`config.mk`:
```
export PLATFORM = sky130hd
export DESIGN_NAME = button_press_led_sequencer_flat
export DESIGN_NICKNAME = d
export VERILOG_FILES = /design/src/rtl/bpls_pkg.sv /design/src/rtl/bpls_if.sv /design/src/rtl/button_press_led_sequencer.sv /design/src/flat_wrapper.sv
export SDC_FILE = /design/constraint.sdc
export NUM_CORES = 1
export LEC_CHECK = 0
export CAP_MARGIN = 20
export CORE_MARGIN = 10
export CORE_UTILIZATION = 59
export CTS_CLUSTER_DIAMETER = 50
export CTS_CLUSTER_SIZE = 30
export DETAILED_ROUTE_END_ITERATION = 12
export DONT_BUFFER_PORTS = 1
export GPL_ROUTABILITY_DRIVEN = 0
export PLACE_DENSITY = 0.85
export SLEW_MARGIN = 20
export SYNTH_ARGS = -nofsm -noshare
export SYNTH_HDL_FRONTEND = slang
export SYNTH_SLANG_ARGS = --single-unit
```
`constraint.sdc`:
```
create_clock -name clk_i -period 8.2 [get_ports clk_i]
set_input_delay 1.64 -clock clk_i [delete_from_list [all_inputs] [get_ports clk_i]]
set_output_delay 1.64 -clock clk_i [all_outputs]
set_load 0.05 [all_outputs]
```
`src/rtl/bpls_pkg.sv`:
```
// ----------------------------------------------------------------------------
// bpls_pkg
// Shared types and constants for the button press and LED sequencer.
// ----------------------------------------------------------------------------
package bpls_pkg;

  // timer width and saturation value
  localparam int unsigned TimerBits = 16;
  localparam logic [TimerBits-1:0] TimerMax = {TimerBits{1'b1}};

  // publish attempts before the failure flashes
  localparam logic [1:0] MaxAttempts = 2'd2;

  // configuration register port
  localparam int unsigned CfgIdxBits  = 3;
  localparam int unsigned CfgDataBits = 16;

  localparam logic [CfgIdxBits-1:0] RegDebounce     = 3'd0;
  localparam logic [CfgIdxBits-1:0] RegShortMin     = 3'd1;
  localparam logic [CfgIdxBits-1:0] RegResetHold    = 3'd2;
  localparam logic [CfgIdxBits-1:0] RegStep         = 3'd3;
  localparam logic [CfgIdxBits-1:0] RegPostWait     = 3'd4;
  localparam logic [CfgIdxBits-1:0] RegAuthHalf     = 3'd5;
  localparam logic [CfgIdxBits-1:0] RegFailFlash    = 3'd6;
  localparam logic [CfgIdxBits-1:0] RegRetryWait    = 3'd7;

  // register reset values
  localparam logic [7:0]           DebounceRst   = 8'd20;
  localparam logic [TimerBits-1:0] ShortMinRst   = 16'd50;
  localparam logic [TimerBits-1:0] ResetHoldRst  = 16'd10000;
  localparam logic [TimerBits-1:0] StepRst       = 16'd100;
  localparam logic [TimerBits-1:0] PostWaitRst   = 16'd500;
  localparam logic [TimerBits-1:0] AuthHalfRst   = 16'd500;
  localparam logic [TimerBits-1:0] FailFlashRst  = 16'd50;
  localparam logic [TimerBits-1:0] RetryWaitRst  = 16'd25;

  // command codes
  localparam logic [1:0] CmdNone    = 2'd0;
  localparam logic [1:0] CmdAuthOn  = 2'd1;
  localparam logic [1:0] CmdAuthOff = 2'd2;

  // led sequencer phases
  typedef enum logic [4:0] {
    PhIdle, PhPreOn1, PhPreOff1, PhPreOn2, PhPreOff2,
    PhTry, PhRetryWait, PhPostWait,
    PhPostOn1, PhPostOff1, PhPostOn2, PhPostOff2,
    PhFailOn1, PhFailOff1, PhFailOn2, PhFailOff2, PhFailOn3, PhFailOff3,
    PhAuthOn, PhAuthOff
  } phase_e;

  // input word: one millisecond tick
  typedef struct packed {
    logic       raw_button;
    logic [1:0] command;
    logic       publish_ok;
    logic       broker_configured;
    logic       access_point_mode;
    logic       update_in_progress;
  } bpls_in_t;

  // result word
  typedef struct packed {
    logic led_level;
    logic led_hold;
    logic publish_attempt;
    logic factory_reset_request;
    logic auth_short_press;
    logic sequence_active;
    logic auth_blink_active;
    logic button_level;
  } bpls_out_t;

  // configuration write word
  typedef struct packed {
    logic [CfgIdxBits-1:0]  index;
    logic [CfgDataBits-1:0] data;
  } bpls_cfg_t;

endpackage

```
`src/rtl/bpls_if.sv`:
```
// ----------------------------------------------------------------------------
// bpls channel interfaces
// Valid/ready channels for input ticks, results and configuration writes.
// ----------------------------------------------------------------------------

// input tick channel
interface bpls_in_if;
  logic              valid;
  logic              ready;
  bpls_pkg::bpls_in_t data;

  modport source (output valid, output data, input ready);
  modport sink (input valid, input data, output ready);
endinterface

// result channel
interface bpls_out_if;
  logic               valid;
  logic               ready;
  bpls_pkg::bpls_out_t data;

  modport source (output valid, output data, input ready);
  modport sink (input valid, input data, output ready);
endinterface

// configuration write channel
interface bpls_cfg_if;
  logic               valid;
  logic               ready;
  bpls_pkg::bpls_cfg_t data;

  modport source (output valid, output data, input ready);
  modport sink (input valid, input data, output ready);
endinterface

```
`src/rtl/button_press_led_sequencer.sv`:
```
// ----------------------------------------------------------------------------
// button_press_led_sequencer
// One word on in_i is one millisecond tick; every tick gives exactly one
// result word on out_o. A tick is taken in every clock cycle while the result
// register is empty or being drained, so the block sustains one tick per
// cycle; the result register is the only stage between the two sides. Each
// tick applies the auth blink command, debounces the button, times the hold
// (long hold raises a one-tick factory reset request unless an update runs),
// classifies a release as a short press and advances the LED sequence by at
// most one phase. Configuration writes are always taken and must only be
// issued while no tick is in flight.
// ----------------------------------------------------------------------------
module button_press_led_sequencer (
  input  logic          clk_i,
  input  logic          rst_ni,
  bpls_in_if.sink       in_i,
  bpls_out_if.source    out_o,
  bpls_cfg_if.sink      cfg_i
);
  import bpls_pkg::*;

  // configuration registers
  logic [7:0]           debounce_q;
  logic [TimerBits-1:0] short_min_q, reset_hold_q, step_q, post_wait_q;
  logic [TimerBits-1:0] auth_half_q, fail_flash_q, retry_wait_q;

  // tick state
  logic                 raw_last_q, raw_last_d;
  logic                 stable_q, stable_d;
  logic [TimerBits-1:0] change_age_q, change_age_d;
  logic                 held_down_q, held_down_d;
  logic [TimerBits-1:0] held_time_q, held_time_d;
  logic                 reset_done_q, reset_done_d;
  phase_e               phase_q, phase_d;
  logic [TimerBits-1:0] elapsed_q, elapsed_d;
  logic [TimerBits-1:0] duration_q, duration_d;
  logic [1:0]           fail_cnt_q, fail_cnt_d;
  logic                 led_q, led_d;

  // result register
  logic                 out_valid_q;
  bpls_out_t            out_q, out_d;

  logic                 in_fire;
  logic                 attempt, reset_req, auth_press;

  assign in_fire     = in_i.valid && in_i.ready;
  assign in_i.ready  = !out_valid_q || out_o.ready;
  assign cfg_i.ready = 1'b1;
  assign out_o.valid = out_valid_q;
  assign out_o.data  = out_q;

  // configuration writes
  always_ff @(posedge clk_i or negedge rst_ni) begin
    if (!rst_ni) begin
      debounce_q   <= DebounceRst;
      short_min_q  <= ShortMinRst;
      reset_hold_q <= ResetHoldRst;
      step_q       <= StepRst;
      post_wait_q  <= PostWaitRst;
      auth_half_q  <= AuthHalfRst;
      fail_flash_q <= FailFlashRst;
      retry_wait_q <= RetryWaitRst;
    end else if (cfg_i.valid) begin
      unique case (cfg_i.data.index)
        RegDebounce:  debounce_q   <= cfg_i.data.data[7:0];
        RegShortMin:  short_min_q  <= cfg_i.data.data;
        RegResetHold: reset_hold_q <= cfg_i.data.data;
        RegStep:      step_q       <= cfg_i.data.data;
        RegPostWait:  post_wait_q  <= cfg_i.data.data;
        RegAuthHalf:  auth_half_q  <= cfg_i.data.data;
        RegFailFlash: fail_flash_q <= cfg_i.data.data;
        RegRetryWait: retry_wait_q <= cfg_i.data.data;
        default: ;
      endcase
    end
  end

  // tick update: command, debounce, hold timing, at most one phase step
  always_comb begin
    logic [TimerBits-1:0] fc_inc;
    fc_inc       = '0;
    raw_last_d   = raw_last_q;
    stable_d     = stable_q;
    change_age_d = change_age_q;
    held_down_d  = held_down_q;
    held_time_d  = held_time_q;
    reset_done_d = reset_done_q;
    phase_d      = phase_q;
    duration_d   = duration_q;
    fail_cnt_d   = fail_cnt_q;
    led_d        = led_q;
    attempt      = 1'b0;
    reset_req    = 1'b0;
    auth_press   = 1'b0;
    elapsed_d    = (elapsed_q == TimerMax) ? TimerMax : elapsed_q + 1'b1;

    // auth blink command
    case (in_i.data.command)
      CmdAuthOff: begin
        if (phase_d == PhAuthOn || phase_d == PhAuthOff) begin
          led_d   = 1'b0;
          phase_d = PhIdle;
        end
      end
      CmdAuthOn: begin
        if (phase_d == PhIdle) begin
          phase_d    = PhAuthOn;
          led_d      = 1'b1;
          elapsed_d  = '0;
          duration_d = auth_half_q;
        end
      end
      default: ;
    endcase

    // debounce
    if (in_i.data.raw_button != raw_last_q) begin
      raw_last_d   = in_i.data.raw_button;
      change_age_d = '0;
    end else begin
      change_age_d = (change_age_q == TimerMax) ? TimerMax : change_age_q + 1'b1;
    end
    if (change_age_d >= {{(TimerBits-8){1'b0}}, debounce_q}) begin
      stable_d = raw_last_d;
    end

    // hold timing and release classification
    if (stable_d) begin
      if (!held_down_q) begin
        held_down_d  = 1'b1;
        held_time_d  = '0;
        reset_done_d = 1'b0;
      end else begin
        held_time_d = (held_time_q == TimerMax) ? TimerMax : held_time_q + 1'b1;
        if (!reset_done_q && held_time_d >= reset_hold_q) begin
          reset_done_d = 1'b1;
          reset_req    = !in_i.data.update_in_progress;
        end
      end
    end else if (held_down_q) begin
      held_time_d = (held_time_q == TimerMax) ? TimerMax : held_time_q + 1'b1;
      if (!reset_done_q && held_time_d >= short_min_q && held_time_d < reset_hold_q) begin
        if (phase_d == PhAuthOn || phase_d == PhAuthOff) begin
          auth_press = 1'b1;
        end else if (phase_d == PhIdle && !in_i.data.access_point_mode &&
                     in_i.data.broker_configured) begin
          phase_d    = PhPreOn1;
          led_d      = 1'b1;
          elapsed_d  = '0;
          duration_d = step_q;
        end
      end
      held_down_d  = 1'b0;
      reset_done_d = 1'b0;
    end

    // led sequence step
    if (phase_d != PhIdle && !(elapsed_d < duration_d)) begin
      fc_inc = {{(TimerBits-2){1'b0}}, fail_cnt_q + 2'd1};
      unique case (phase_d)
        PhPreOn1:    begin led_d = 1'b0; phase_d = PhPreOff1;
                           elapsed_d = '0; duration_d = step_q; end
        PhPreOff1:   begin led_d = 1'b1; phase_d = PhPreOn2;
                           elapsed_d = '0; duration_d = step_q; end
        PhPreOn2:    begin led_d = 1'b0; phase_d = PhPreOff2;
                           elapsed_d = '0; duration_d = step_q; end
        PhPostWait:  begin led_d = 1'b1; phase_d = PhPostOn1;
                           elapsed_d = '0; duration_d = step_q; end
        PhPostOn1:   begin led_d = 1'b0; phase_d = PhPostOff1;
                           elapsed_d = '0; duration_d = step_q; end
        PhPostOff1:  begin led_d = 1'b1; phase_d = PhPostOn2;
                           elapsed_d = '0; duration_d = step_q; end
        PhPostOn2:   begin led_d = 1'b0; phase_d = PhPostOff2;
                           elapsed_d = '0; duration_d = step_q; end
        PhFailOn1:   begin led_d = 1'b0; phase_d = PhFailOff1;
                           elapsed_d = '0; duration_d = fail_flash_q; end
        PhFailOff1:  begin led_d = 1'b1; phase_d = PhFailOn2;
                           elapsed_d = '0; duration_d = fail_flash_q; end
        PhFailOn2:   begin led_d = 1'b0; phase_d = PhFailOff2;
                           elapsed_d = '0; duration_d = fail_flash_q; end
        PhFailOff2:  begin led_d = 1'b1; phase_d = PhFailOn3;
                           elapsed_d = '0; duration_d = fail_flash_q; end
        PhFailOn3:   begin led_d = 1'b0; phase_d = PhFailOff3;
                           elapsed_d = '0; duration_d = fail_flash_q; end
        PhAuthOn:    begin led_d = 1'b0; phase_d = PhAuthOff;
                           elapsed_d = '0; duration_d = auth_half_q; end
        PhAuthOff:   begin led_d = 1'b1; phase_d = PhAuthOn;
                           elapsed_d = '0; duration_d = auth_half_q; end
        PhPreOff2: begin
          fail_cnt_d = '0;
          phase_d    = PhTry;
          elapsed_d  = '0;
          duration_d = '0;
        end
        PhTry: begin
          attempt = 1'b1;
          if (in_i.data.publish_ok) begin
            phase_d    = PhPostWait;
            elapsed_d  = '0;
            duration_d = post_wait_q;
          end else begin
            fail_cnt_d = fc_inc[1:0];
            if (fc_inc[1:0] >= MaxAttempts) begin
              led_d      = 1'b1;
              phase_d    = PhFailOn1;
              elapsed_d  = '0;
              duration_d = fail_flash_q;
            end else begin
              phase_d    = PhRetryWait;
              elapsed_d  = '0;
              duration_d = retry_wait_q;
            end
          end
        end
        PhRetryWait: begin
          phase_d    = PhTry;
          elapsed_d  = '0;
          duration_d = '0;
        end
        PhPostOff2, PhFailOff3: phase_d = PhIdle;
        default: ;
      endcase
    end

    // result word
    out_d.led_level             = led_d;
    out_d.led_hold              = (phase_d == PhIdle);
    out_d.publish_attempt       = attempt;
    out_d.factory_reset_request = reset_req;
    out_d.auth_short_press      = auth_press;
    out_d.sequence_active       = (phase_d != PhIdle);
    out_d.auth_blink_active     = (phase_d == PhAuthOn || phase_d == PhAuthOff);
    out_d.button_level          = stable_d;
  end

  // state registers, updated once per accepted tick
  always_ff @(posedge clk_i or negedge rst_ni) begin
    if (!rst_ni) begin
      raw_last_q   <= 1'b0;
      stable_q     <= 1'b0;
      change_age_q <= '0;
      held_down_q  <= 1'b0;
      held_time_q  <= '0;
      reset_done_q <= 1'b0;
      phase_q      <= PhIdle;
      elapsed_q    <= '0;
      duration_q   <= '0;
      fail_cnt_q   <= '0;
      led_q        <= 1'b0;
    end else if (in_fire) begin
      raw_last_q   <= raw_last_d;
      stable_q     <= stable_d;
      change_age_q <= change_age_d;
      held_down_q  <= held_down_d;
      held_time_q  <= held_time_d;
      reset_done_q <= reset_done_d;
      phase_q      <= phase_d;
      elapsed_q    <= elapsed_d;
      duration_q   <= duration_d;
      fail_cnt_q   <= fail_cnt_d;
      led_q        <= led_d;
    end
  end

  // result register valid
  always_ff @(posedge clk_i or negedge rst_ni) begin
    if (!rst_ni) begin
      out_valid_q <= 1'b0;
    end else if (in_fire) begin
      out_valid_q <= 1'b1;
    end else if (out_o.ready) begin
      out_valid_q <= 1'b0;
    end
  end

  // result register payload
  always_ff @(posedge clk_i) begin
    if (in_fire) begin
      out_q <= out_d;
    end
  end

  // an accepted tick always leaves a word in the result register
  assert property (@(posedge clk_i) disable iff (!rst_ni)
    in_fire |=> out_valid_q)
    else $error("accepted tick left no result word");

  // auth blink is a kind of active sequence
  assert property (@(posedge clk_i) disable iff (!rst_ni)
    (out_valid_q && out_q.auth_blink_active) |-> out_q.sequence_active)
    else $error("auth blink reported while sequencer idle");

  // a reset request only comes while the button is held
  assert property (@(posedge clk_i) disable iff (!rst_ni)
    (out_valid_q && out_q.factory_reset_request) |-> out_q.button_level)
    else $error("reset request without held button");

  // a short press pulse only on release during auth blink
  assert property (@(posedge clk_i) disable iff (!rst_ni)
    (out_valid_q && out_q.auth_short_press) |->
      (out_q.auth_blink_active && !out_q.button_level))
    else $error("auth short press outside auth blink release");

endmodule

```
`src/flat_wrapper.sv`:
```
// flat-port wrapper written by rule: the top's interface ports become plain ports
module button_press_led_sequencer_flat import bpls_pkg::*;
  (clk_i, rst_ni, in_i_valid, in_i_data, in_i_ready, out_o_valid, out_o_data, out_o_ready, cfg_i_valid, cfg_i_data, cfg_i_ready);
  bpls_in_if in_i_i ();
  bpls_out_if out_o_i ();
  bpls_cfg_if cfg_i_i ();
  input  logic clk_i;
  input  logic rst_ni;
  input wire logic [$bits(in_i_i.valid)-1:0] in_i_valid;
  input wire logic [$bits(in_i_i.data)-1:0] in_i_data;
  output wire logic [$bits(in_i_i.ready)-1:0] in_i_ready;
  output wire logic [$bits(out_o_i.valid)-1:0] out_o_valid;
  output wire logic [$bits(out_o_i.data)-1:0] out_o_data;
  input wire logic [$bits(out_o_i.ready)-1:0] out_o_ready;
  input wire logic [$bits(cfg_i_i.valid)-1:0] cfg_i_valid;
  input wire logic [$bits(cfg_i_i.data)-1:0] cfg_i_data;
  output wire logic [$bits(cfg_i_i.ready)-1:0] cfg_i_ready;
  assign in_i_i.valid = in_i_valid;
  assign in_i_i.data = in_i_data;
  assign in_i_ready = in_i_i.ready;
  assign out_o_valid = out_o_i.valid;
  assign out_o_data = out_o_i.data;
  assign out_o_i.ready = out_o_ready;
  assign cfg_i_i.valid = cfg_i_valid;
  assign cfg_i_i.data = cfg_i_data;
  assign cfg_i_ready = cfg_i_i.ready;
  button_press_led_sequencer u_core (.clk_i(clk_i), .rst_ni(rst_ni), .in_i(in_i_i), .out_o(out_o_i), .cfg_i(cfg_i_i));
endmodule
```
### Word-level counts from Yosys, hierarchy flattened

Cells that the tools add are included.

| storage, ports and cells | value |
|---|---|
| register bits | 205 |
| bits of input ports | 31 |
| output and inout port bits | 11 |

| cells by class | value |
|---|---|
| add/sub/neg operators | 4 |
| magnitude comparators | 6 |
| eq/ne operators | 40 |
| multiplexer cells | 64 |
| bitwise logic cells | 2 |
| reduce and logical (&&, ||, !) cells | 46 |

Operators by type and width:

| operator | count |
|---|---|
| 16-bit two-way mux | 26 |
| 5-bit one-hot mux with 17 select lines | 1 |
| 16-bit one-hot mux with 5 select lines | 1 |
| 5-bit equality test, second input constant | 10 |
| 16-bit by 1-bit adder with 16-bit output, second input constant | 3 |
| 16-bit equality test, second input constant | 3 |
| 5-bit two-way mux | 9 |
| 5-bit by 4-bit equality test with 1-bit output, second input constant | 8 |
| 16-bit >= comparator | 2 |
| 16-bit < comparator | 2 |
| 1-bit two-way mux | 21 |
| 5-bit by 3-bit equality test with 1-bit output, second input constant | 4 |
| 2-bit AND reduction | 9 |
| 17-bit OR reduction | 1 |
| 16-bit by 8-bit >= comparator with 1-bit output | 1 |
| 5-bit zero test | 3 |
| 3-bit equality test, second input constant | 4 |
| 5-bit by 2-bit equality test with 1-bit output, second input constant | 2 |
| 5-bit one-hot mux with 2 select lines | 1 |
| 5-bit nonzero test | 2 |
| 8-bit OR reduction | 1 |
| 1-bit logical AND | 7 |
| 7-bit OR reduction | 1 |
| 3-bit by 2-bit equality test with 1-bit output, second input constant | 2 |
| other kinds (25) | 38 |

### Logic depth before layout (Yosys ltp)

| logic depth | value |
|---|---|
| depth in word-level cells | 18 |
| mapped depth | 31 |
| depth with buffers taken out | 27 |

### Least setup slack after synthesis

No wires, ideal clock.

| timing | value |
|---|---|
| kind | input-to-reg |
| from | input in_i_data[6] |
| to | register u_core.duration_q[10] |
| setup time | 152 ps |
| arrival | 6343 ps |
| required time | 8048 ps |
| setup slack | 1705 ps |
| cell stages on the path | 24 |
| buffers on the path | 4 |
| cell sequence | ha_1 -> clkbuf_1 -> clkinv_1 -> nor2_1 -> ha_1 -> o21a_1 -> o211ai_1 -> o21ai_0 -> o211ai_2 -> nor2_2 -> buf_4 -> buf_6 -> o21ai_0 -> inv_1 -> ha_1 -> nand4_1 -> or2_2 -> or3_1 -> a31oi_1 -> a21o_1 -> o211ai_2 -> buf_2 -> a2111oi_2 -> a21oi_1 |

| between the ends | value |
|---|---|
| cells in the longest elaborated chain, start to end | 9 |

Ends and longest elaborated chain:

| item | line | RTL |
|---|---|---|
| start: declaration | flat_wrapper.sv:10 | `input wire logic [$bits(in_i_i.data)-1:0] in_i_data;` |
| 1-bit inequality test (*) | button_press_led_sequencer.sv:118 | `if (in_i.data.raw_button != raw_last_q) begin` |
| 16-bit two-way mux (*) | button_press_led_sequencer.sv:118 |  |
| net u_core.change_age_d[4] | button_press_led_sequencer.sv:30 | `logic [TimerBits-1:0] change_age_q, change_age_d;` |
| 16-bit by 8-bit >= comparator with 1-bit output (*) | button_press_led_sequencer.sv:124 | `if (change_age_d >= {{(TimerBits-8){1'b0}}, debounce_q}) begin` |
| 1-bit two-way mux (*) | button_press_led_sequencer.sv:124 |  |
| 16-bit two-way mux or 5-bit two-way mux (tied branches) | button_press_led_sequencer.sv:129 | `if (stable_d) begin` |
| 16-bit < comparator, or another cell as far along | button_press_led_sequencer.sv:159 | `if (phase_d != PhIdle && !(elapsed_d < duration_d)) begin` |
| 1-bit zero test, or another cell as far along | button_press_led_sequencer.sv:159 |  |
| 1-bit logical AND or 16-bit one-hot mux with 5 select lines (tied branches) | button_press_led_sequencer.sv:159, button_press_led_sequencer.sv:161 |  |
| 16-bit two-way mux (*) | button_press_led_sequencer.sv:159 |  |
| end signal: assignment | button_press_led_sequencer.sv:260 | `duration_q <= duration_d;` |
| end: declaration | button_press_led_sequencer.sv:36 | `logic [TimerBits-1:0] duration_q, duration_d;` |

The timed path passes the listed nets; every way through them passes the cells marked *.
A chain may end at the register's enable or synchronous reset.

### Worst setup path after layout

| timing | value |
|---|---|
| from | register u_core.held_time_q[0] |
| to | register u_core.duration_q[9] |

| between the ends | value |
|---|---|
| cells in the longest elaborated chain, start to end | 12 |

Ends and longest elaborated chain:

| item | line | RTL |
|---|---|---|
| start: declaration | button_press_led_sequencer.sv:32 | `logic [TimerBits-1:0] held_time_q, held_time_d;` |
| start signal: assignment | button_press_led_sequencer.sv:256 | `held_time_q <= held_time_d;` |
| 16-bit by 1-bit adder with 16-bit output or 16-bit equality test (tied branches) | button_press_led_sequencer.sv:142 | `held_time_d = (held_time_q == TimerMax) ? TimerMax : held_time_q + 1'b1;` |
| 16-bit two-way mux (*) | button_press_led_sequencer.sv:142 |  |
| 16-bit >= comparator | button_press_led_sequencer.sv:143 | `if (!reset_done_q && held_time_d >= short_min_q && held_time_d < reset_hold_q) begin` |
| 1-bit logical AND | button_press_led_sequencer.sv:143 |  |
| 1-bit logical AND (*) | button_press_led_sequencer.sv:143 |  |
| 16-bit two-way mux or 5-bit two-way mux (tied branches) | button_press_led_sequencer.sv:143 |  |
| 16-bit two-way mux or 5-bit two-way mux (tied branches) | button_press_led_sequencer.sv:141 | `end else if (held_down_q) begin` |
| 16-bit two-way mux or 5-bit two-way mux (tied branches) | button_press_led_sequencer.sv:129 |  |
| 16-bit < comparator, or another cell as far along | button_press_led_sequencer.sv:159 |  |
| 1-bit zero test, or another cell as far along | button_press_led_sequencer.sv:159 |  |
| 1-bit logical AND or 16-bit one-hot mux with 5 select lines (tied branches) | button_press_led_sequencer.sv:159, button_press_led_sequencer.sv:161 |  |
| 16-bit two-way mux (*) | button_press_led_sequencer.sv:159 |  |

Every way passes the cells marked *; elsewhere a longest branch is shown, timed or not.

==> results.md <==
* Status: finished clean
* Drt drc at 0
* Post-Synth Adder-Cell Area at 0.0635
* Worst-path clk slew at 0.07 ns
* Final hold vios at 0
* Crit path max-delay family: simple AND/OR/NAND/NOR gates
* Mean post-synth cell area at 9.89 um2
* Initial antenna violation count at 0
* Post-Synth XOR/XNOR Area at 0.0201
* Synth unique cells at 88
* Setup crit end: u_core.duration_q[9]
* Main combinational cell family by area after synthesis: compound AO/OA/AOI/OAI gates
* P_leak at 5.77 nW
* Pwr Total at 3.85 mW
* CTS root buffer: clkbuf_16
* Core area at 0.0203 mm2
* Total Routing Usage GR at 0.220
* Clock Sinks at 204
* Worst min-delay path startpoint: u_core.retry_wait_q[12]
* Drt wl/cell at 20.2 um
* Number of synthesized flops with an enable pin at 8
* Hpwl dp at 20.2 mm
* Worst Path Buf+Inv at 3
* Post-synthesis sequential area ratio at 0.424
* CP max FO at 25
* Synth Warn # at 0
* Post-synthesis compound-gate area fraction at 0.180
* Most used cell, CP: and3_1
* Reg2Reg Setup Slack at 0.71 ns
* Via density at 6.52
* Syn nets at 1,328
* CTS H-tree lvls at 1
* Fill count at 1,529
* Max Cap Viol at 0
* Mux contribution to synthesized area at 0.116
* Hold_buf cts at 0
* Ports at 42
* Die ar. at 0.0269 mm2
* Fin cells at 1,502
* Simple-gate share of the synthesized area at 0.152
* Initial DRT Pass Iterations at 5
* VDD IR-drop max at 177 uV
* Die Ht at 164 um
* Area leader, netlist: dfrtp_1
* Clk_lat worst skew at 0.54 ns
* Placed Instances at 1,453
* Commonest cells in the netlist: dfrtp_1, nand2_1, mux2_2
* Max-slew headroom at 0.402
* Final setup viols at 0
* R2R Path Start: u_core.held_time_q[0]
* Util after Layout at 0.655
* First-pass GRT wire length at 48.9 mm
* Largest net degree at the start of global routing at 197
* Synth area leaders: dfrtp_1, mux2_2, dfstp_2, ha_1, nand2_1
* Cell area power density at 289 mW/mm2
* Clock Tree Buf Depth at 3
* Ys flop type: dfrtp_1
* Minimum clock period at 7.49 ns
* CTS tree: built
* # diodes at 0
* Synthesized area at 0.0122 mm2
* Final Max Slew Viols at 0
* Setup TNS Final at 0 ns
* Std cell rows at 52
* Setup crit start: u_core.held_time_q[0]
* Crit Reg-Reg Endpoint: u_core.duration_q[9]
* I/O Buffers at 0
* GRT overflow at 0
* Via count at 9,786
* Unrepaired setup endpoints after global routing: false
* Max frequency at 134 MHz
* Chip Width at 164 um
* Area Growth Syn to Fin at 8.93%
* Nets@finish at 1,307
* Startpoint Class: flop
* Synth Instances at 1,235
* Max incr delay on CP at 0.60 ns
* R2R cell count at 27
* Initial DRC Count at 849
* Slowest cell on crit path: nor2_2
* Critical Setup Path Class: reg -> reg
* # resized after CTS at 0
* WP data arrival at 7.87 ns
* Starting Density at 0.602
* Vias in the first global route at 9,377
* Post-synth top area share at 0.338
* Synthesis-stage register bit count at 204
* CP required at 8.58 ns
* Fraction of layout cells with a size suffix above 1 at 0.191
* Final WL at 30.3 mm
* Final worst-path cycle share at 0.913
* Setup bufs post-CTS at 0
* Clk_skew at 0.0218 ns
* DRT antenna net count at 0
* Setup crit end kind: flop
* Slew @ Worst Pin at 0.897 ns
* CTS Buf Count at 25
* Hold Crit Class: reg -> reg
* Levels on crit path at 27
* Top-count cell post-synth: dfrtp_1
* Async SR Flop Fraction at 0.961
[kinds of logic (layout without fill, tap and decap cells)]
family | after synthesis | after routing
compound gates | 310 | 310
xor+xnor | 28 | 28
fa+ha+maj | 62 | 62
buf+inv | 125 | 122
flops | 204 | 204
mux | 129 | 129
other cells | 1 | 1
simple gates | 376 | 376
[sequential cells by signal (all words and copies together) (netlist names), 2 cells and up]
signal / count
u_core.elapsed_q: 16
u_core.retry_wait_q: 16
u_core.phase_q: 5
u_core.step_q: 16
u_core.duration_q: 16
u_core.debounce_q: 8
u_core.reset_hold_q: 16
u_core.fail_cnt_q: 2
u_core.short_min_q: 16
u_core.change_age_q: 16
u_core.fail_flash_q: 16
u_core.held_time_q: 16
u_core.auth_half_q: 16
u_core.post_wait_q: 16
u_core.out_o.data: 8
[where the power goes]
group / switching, mW / internal, mW
sequential: 0.212 / 1.27
clock: 0.516 / 0.658
combinational: 0.691 / 0.504
[through the flow]
| stage | hold slack (ns) | worst slack, ns | cell area [um2] |
|---|---|---|---|
| 6_report | 0.506 | 0.713 | 13300 |
| 5_1_grt | 0.521 | 0.0871 | 13300 |
| 4_1_cts | 0.510 | 0.821 | 13300 |
| 3_5_place_dp | 0.489 | 0.692 | 12400 |
| 3_3_place_gp | 0.484 | 1.02 | 12400 |
| 2_1_floorplan | 0.457 | 1.70 | 12200 |
[area by class of cell]
cell class | count | area (um2) | area share
Multi-Input combinational cell | 906 | 6520 | 0.490
Timing Repair Buffer | 18 | 150 | 0.0113
Sequential cell | 204 | 5180 | 0.390
Clock inverter | 20 | 269 | 0.0202
Inverter | 59 | 221 | 0.0166
Tap cell | 270 | 338 | 0.0254
Clock buffer | 25 | 626 | 0.0470
[per-layer routing]
metal / part of all wire / vias up / GRT usage
met5: 0 / - / 0
met4: 0.029 / 0 / 0.0690
met3: 0.067 / 66 / 0.0383
met2: 0.48 / 368 / 0.361
met1: 0.43 / 4883 / 0.292
li1: - / 4469 / -
[placed cells by master, fill, tap and decap left out, drive strengths merged, types with 33 or more instances in the layout]
cell	instances
dfrtp	165
nand2	131
mux2	96
nor2	86
o21ai	78
a21oi	75
inv	66
ha	62
a22o	46
nor3	37
mux2i	33
[how the worst min path moves through the flow]
stage / depth (start not counted) / to
finish: 1 / u_core.retry_wait_q[12]
global route: 1 / u_core.retry_wait_q[9]
CTS: 1 / u_core.retry_wait_q[12]
detailed placement: 2 / u_core.duration_q[0]
global placement: 2 / u_core.duration_q[0]
floorplan: 2 / u_core.duration_q[0]
No activity file was read; power rests on OpenSTA's default activity.
